## config.mk

```make
export PLATFORM = sky130hd
export DESIGN_NAME = pgm_isqrt
export DESIGN_NICKNAME = d
export VERILOG_FILES = /design/src/rtl/pgm_pkg.sv /design/src/rtl/pgm_isqrt.sv
export SDC_FILE = /design/constraint.sdc
export NUM_CORES = 1
export LEC_CHECK = 0
export BUFFER_PORTS_ARGS = -buffer_cell sky130_fd_sc_hd__buf_2
export CELL_PAD_IN_SITES_DETAIL_PLACEMENT = 2
export CELL_PAD_IN_SITES_GLOBAL_PLACEMENT = 2
export CORE_ASPECT_RATIO = 1.5
export CORE_MARGIN = 10
export CORE_UTILIZATION = 30
export DETAILED_ROUTE_END_ITERATION = 12
export PLACE_DENSITY_LB_ADDON = 0.1
export SYNTH_ARGS = -nofsm -noshare
export SYNTH_HDL_FRONTEND = slang
export SYNTH_SLANG_ARGS = --single-unit
```

## constraint.sdc

```tcl
create_clock -name i_clk -period 8.19 [get_ports i_clk]
set_input_delay 0.4095 -clock i_clk [delete_from_list [all_inputs] [get_ports i_clk]]
set_output_delay 0.4095 -clock i_clk [all_outputs]
set_load 0.005 [all_outputs]
```

## src/rtl/pgm_pkg.sv

```systemverilog
// Shared constants and types for the pixel gradient magnitude unit.
package pgm_pkg;

    // Frame geometry limits
    localparam int MAX_WIDTH  = 1024;
    localparam int MAX_HEIGHT = 4096;

    // Field widths
    localparam int PIX_W  = 8;
    localparam int COL_W  = $clog2(MAX_WIDTH);
    localparam int ROW_W  = $clog2(MAX_HEIGHT);
    localparam int LW_W   = 11;
    localparam int FH_W   = 13;
    localparam int SUM_W  = 15;
    localparam int ROOT_W = 8;

    // Configuration register indexes
    localparam logic CFG_LINE_WIDTH   = 1'b0;
    localparam logic CFG_FRAME_HEIGHT = 1'b1;

    typedef logic [PIX_W-1:0]  t_pix;
    typedef logic [SUM_W-1:0]  t_sum;
    typedef logic [ROOT_W-1:0] t_root;

endpackage

```

## src/rtl/pgm_isqrt.sv

```systemverilog
// Bit-serial integer square root with round-to-nearest on the final step.
module pgm_isqrt
    import pgm_pkg::*;
(
    input  logic  i_clk,
    input  logic  i_rst_n,
    input  logic  i_start,
    input  t_sum  i_sum,
    output logic  o_done,
    output t_root o_root
);

    localparam logic [1:0] S_IDLE  = 2'd0;
    localparam logic [1:0] S_TRIAL = 2'd1;
    localparam logic [1:0] S_ROUND = 2'd2;

    logic [1:0]        r_state, n_state;
    t_sum              r_sum;
    t_root             r_root, n_root;
    t_root             r_bit, n_bit;
    t_root             trial;
    logic [2*ROOT_W-1:0] trial_sq;
    logic [2*ROOT_W-1:0] root_sq;
    logic [2*ROOT_W:0]   floor_lim;

    // one trial bit per cycle, most significant first
    always_comb begin
        trial     = r_root | r_bit;
        trial_sq  = trial * trial;
        root_sq   = r_root * r_root;
        floor_lim = {1'b0, root_sq} + {{(ROOT_W+1){1'b0}}, r_root};
        n_state   = r_state;
        n_root    = r_root;
        n_bit     = r_bit;
        case (r_state)
            S_IDLE: begin
                if (i_start) begin
                    n_state = S_TRIAL;
                    n_root  = '0;
                    n_bit   = t_root'(1) << (ROOT_W-1);
                end
            end
            S_TRIAL: begin
                if (trial_sq <= {1'b0, r_sum}) begin
                    n_root = trial;
                end
                n_bit = r_bit >> 1;
                if (r_bit[0]) begin
                    n_state = S_ROUND;
                end
            end
            S_ROUND: begin
                n_state = S_IDLE;
            end
            default: begin
                n_state = S_IDLE;
            end
        endcase
    end

    always_ff @(posedge i_clk) begin
        if (!i_rst_n) begin
            r_state <= S_IDLE;
        end else begin
            r_state <= n_state;
        end
    end

    always_ff @(posedge i_clk) begin
        if (r_state == S_IDLE && i_start) begin
            r_sum <= i_sum;
        end
        r_root <= n_root;
        r_bit  <= n_bit;
    end

    // round up when the sum lies past root*(root+1)
    assign o_done = (r_state == S_ROUND);
    assign o_root = ({2'b0, r_sum} > floor_lim) ? r_root + t_root'(1) : r_root;

endmodule

```

==> results.tsv <==
metric	value	unit
diodes	0	
ys_seq_area_share	17.8	%
synth_edf_count	31	
wl_per_cell	19.5	um
synth_nets	766	
drive_gt1_share	8.49	%
synthArstFlopShare	0	%
finalSetupTns	0	ns
cts_resized	0	
crit_required	7.78	ns
finalWeightedCongestion	0.827	
clock_latency	0.28	ns
finalSetupViolCount	0	
drt_iter0_markers	132	
yosysUniqueCellTypes	52	
vias	4294	
grt_start_max_net_pins	21	
nets	803	
yosys_warnings	0	
end_kind	primary output	
cts_buffer_depth	2	
portBuffers	26	
core_area	0.0179	mm^2
hold_buffers	0	
via_per_inst	5.03	
finalClockSkew	0.00361	ns
synth_top_flop_cell	edfxtp_1	
die-area	0.0241	mm^2
cts_tree	yes	
slowest_stage	edfxtp_1	
fmax	135	MHz
worstHoldPathType	in -> reg	
clk_pin_slew	0.05	ns
worstPathMaxFanout	9	
place_area	0.00592	mm^2
hpwl	14700	um
design_area	0.00605	mm^2
crit_arrival	6.98	ns
grt_usage	14.5	%
syn_area_per_cell	9.12	um^2
startpoint_type	flop	
critPathBufInv	4	
worst_pin_slew	0.691	ns
cts_root_buf	clkbuf_16	
n_fill_cell	2051	
slowest_delay	0.70	ns
grt_overflow	0	
fin_crit	7.39	ns
worstPathCellList	inv_1 > nor2_1 > fa_1 > fa_1 > fa_1 > inv_1 > fa_1 > inv_1 > ha_1 > nor3_1 > nor2_1 > a21oi_1 > o21bai_1 > a21oi_1 > xor2_1 > ha_1 > nand4b_1 > nor4_1 > or4_1 > o32ai_2 > o211ai_4 > nor4_1 > xnor2_1 > buf_2	
post_cts_buffers	0	
antenna_found_initial	0	
netlist_area	0.00546	mm^2
die_w	130	um
dr.pass1.iters	4	
start_util	30.4	%
rows	60	
drv_slew	0	
max_slew_margin	53.8	%
postRouteAntennaNets	0	
syn_to_final_growth	11.0	%
hold_violations	0	
ys_seq_elements	33	
run_status	finished clean	
finalCritPeriodShare	90.3	%
synthCells	598	
worst_path_most_repeated_cell	fa_1	
drt_wl_total	16600	um
die_h	185	um
worstSetupPathType	reg -> out	
grt_pass1_vias	5140	
cts.sinks	33	
drc	0	
numCtsBuffers	5	
crit_family	adder cells	
h-tree-depth	2	
drv_cap	0	
grt_pass1_wl	26700	um
rsz0062_at_grt	no	
boundaryPins	27	
==> cell usage after synthesis, types with 2 or more instances <==
cell | n | share of area (%)
a2111oi_0 | 3 | 0.48
a211oi_1 | 2 | 0.28
a21o_1 | 3 | 0.41
a21oi_1 | 28 | 2.6
a31oi_1 | 2 | 0.23
and2_1 | 20 | 2.3
and3_1 | 4 | 0.46
clkbuf_1 | 6 | 0.41
conb_1 | 2 | 0.14
dfxtp_1 | 2 | 0.73
edfxtp_1 | 31 | 17
fa_1 | 59 | 22
ha_1 | 91 | 21
inv_1 | 126 | 8.7
nand2_1 | 27 | 1.9
nand2b_1 | 2 | 0.23
nand3_1 | 9 | 0.83
nand4_1 | 5 | 0.57
nor2_1 | 60 | 4.1
nor2b_1 | 7 | 0.80
nor3_1 | 11 | 1.0
nor4_1 | 4 | 0.46
o211ai_1 | 4 | 0.55
o21a_1 | 4 | 0.55
o21ai_0 | 21 | 1.9
o21bai_1 | 2 | 0.28
o22ai_1 | 3 | 0.34
or2_2 | 2 | 0.23
xnor2_1 | 23 | 3.7
xor2_1 | 13 | 2.1
==> logic make-up (layout without fill, tap and decap cells) <==
group	Yosys count	count (layout)	synth area share (%)
AOI/OAI and AO/OA	82	82	9.88
buffers and inverters	133	171	9.15
other	2	2	0.138
DFF	33	33	17.8
and+or+nand+nor	162	162	14.7
xor gates and xnor gates	36	36	5.78
adders and majority gates	150	150	42.5
==> routing by layer <==
| metal | wire [um] | GRT usage (%) | share of wire [%] | vias up |
|---|---|---|---|---|
| met5 | 0 | 0 | 0 | - |
| met4 | 393 | 5.19 | 2.4 | 0 |
| met3 | 251 | 0.830 | 1.5 | 18 |
| met2 | 10200 | 31.1 | 62 | 34 |
| met1 | 5740 | 13.2 | 35 | 2213 |
| li1 | - | - | - | 2029 |
==> layout by cell type (no fill, tap or decap), types with 2 or more instances in the layout <==
master / instances
xor2_1: 13
a211oi_1: 2
a21o_1: 3
nor2_1: 60
dfxtp_1: 2
ha_1: 91
nand2_1: 27
a31oi_1: 2
a2111oi_0: 3
or2_2: 2
and3_1: 4
nand4_1: 5
o21ai_0: 21
buf_2: 26
clkinv_2: 2
fa_1: 59
o211ai_1: 4
and2_1: 20
edfxtp_1: 31
o21bai_1: 2
o21a_1: 4
a21oi_1: 28
inv_1: 126
nand2b_1: 2
nor4_1: 4
conb_1: 2
clkbuf_16: 5
nand3_1: 9
nor3_1: 11
xnor2_1: 23
o22ai_1: 3
nor2b_1: 7
buf_4: 10
==> path summary, 6_finish.rpt <==
| kind | start | to | slack [ns] | cells past startpoint |
|---|---|---|---|---|
| max | r_root[3]$_SDFFCE_PN0P_ | o_root[7] | 0.80 | 24 |
| min reg2reg | r_bit[3]$_SDFFCE_PN0P_ | r_bit[2]$_SDFFCE_PN0P_ | 0.57 | 1 |
| max reg2reg | r_root[3]$_SDFFCE_PN0P_ | r_root[4]$_SDFFCE_PN0P_ | 0.87 | 25 |
| min | i_sum[5] | r_sum[5]$_DFFE_PP_ | 0.30 | 1 |
==> area by class of cell <==
| class | instances | area (um^2) | area share, % |
|---|---|---|---|
| Tap cell | 217 | 272 | 4.48 |
| Multi-Input combinational cell | 432 | 3990 | 65.9 |
| Timing Repair Buffer | 36 | 205 | 3.39 |
| Sequential cell | 33 | 971 | 16.0 |
| Inverter | 127 | 477 | 7.87 |
| Clock buffer | 6 | 129 | 2.13 |
| Clock inverter | 2 | 10.0 | 0.165 |
==> through the flow <==
| stage | std cells | setup slack [ns] | util [%] | hold slack [ns] |
|---|---|---|---|---|
| floorplan | 598 | 1.22 | - | 0.508 |
| global placement | 845 | 0.804 | 33.0 | 0.542 |
| detailed placement | 845 | 0.821 | 33.0 | 0.555 |
| CTS | 853 | 0.698 | 33.7 | 0.299 |
| global route | 853 | 0.159 | 33.7 | 0.300 |
| finish | 853 | 0.798 | 33.7 | 0.303 |
==> registers in the layout (all words and copies together), names as in the netlist <==
| signal | cells |
|---|---|
| r_sum | 15 |
| r_bit | 8 |
| r_root | 8 |
| r_state | 2 |
==> worst reg2reg max path: cells and delay by family, from the launching register on <==
kind,cells,cell delay (ns)
adders and majority gates,6,2.71
AOI/OAI and AO/OA,7,1.92
buffers and inverters,6,0.82
and+or+nand+nor,5,0.77
DFF,1,0.70
xor gates and xnor gates,1,0.10
Power is not shown: default switching activity piles up to over one toggle a cycle in this logic, so the estimate is an artifact.
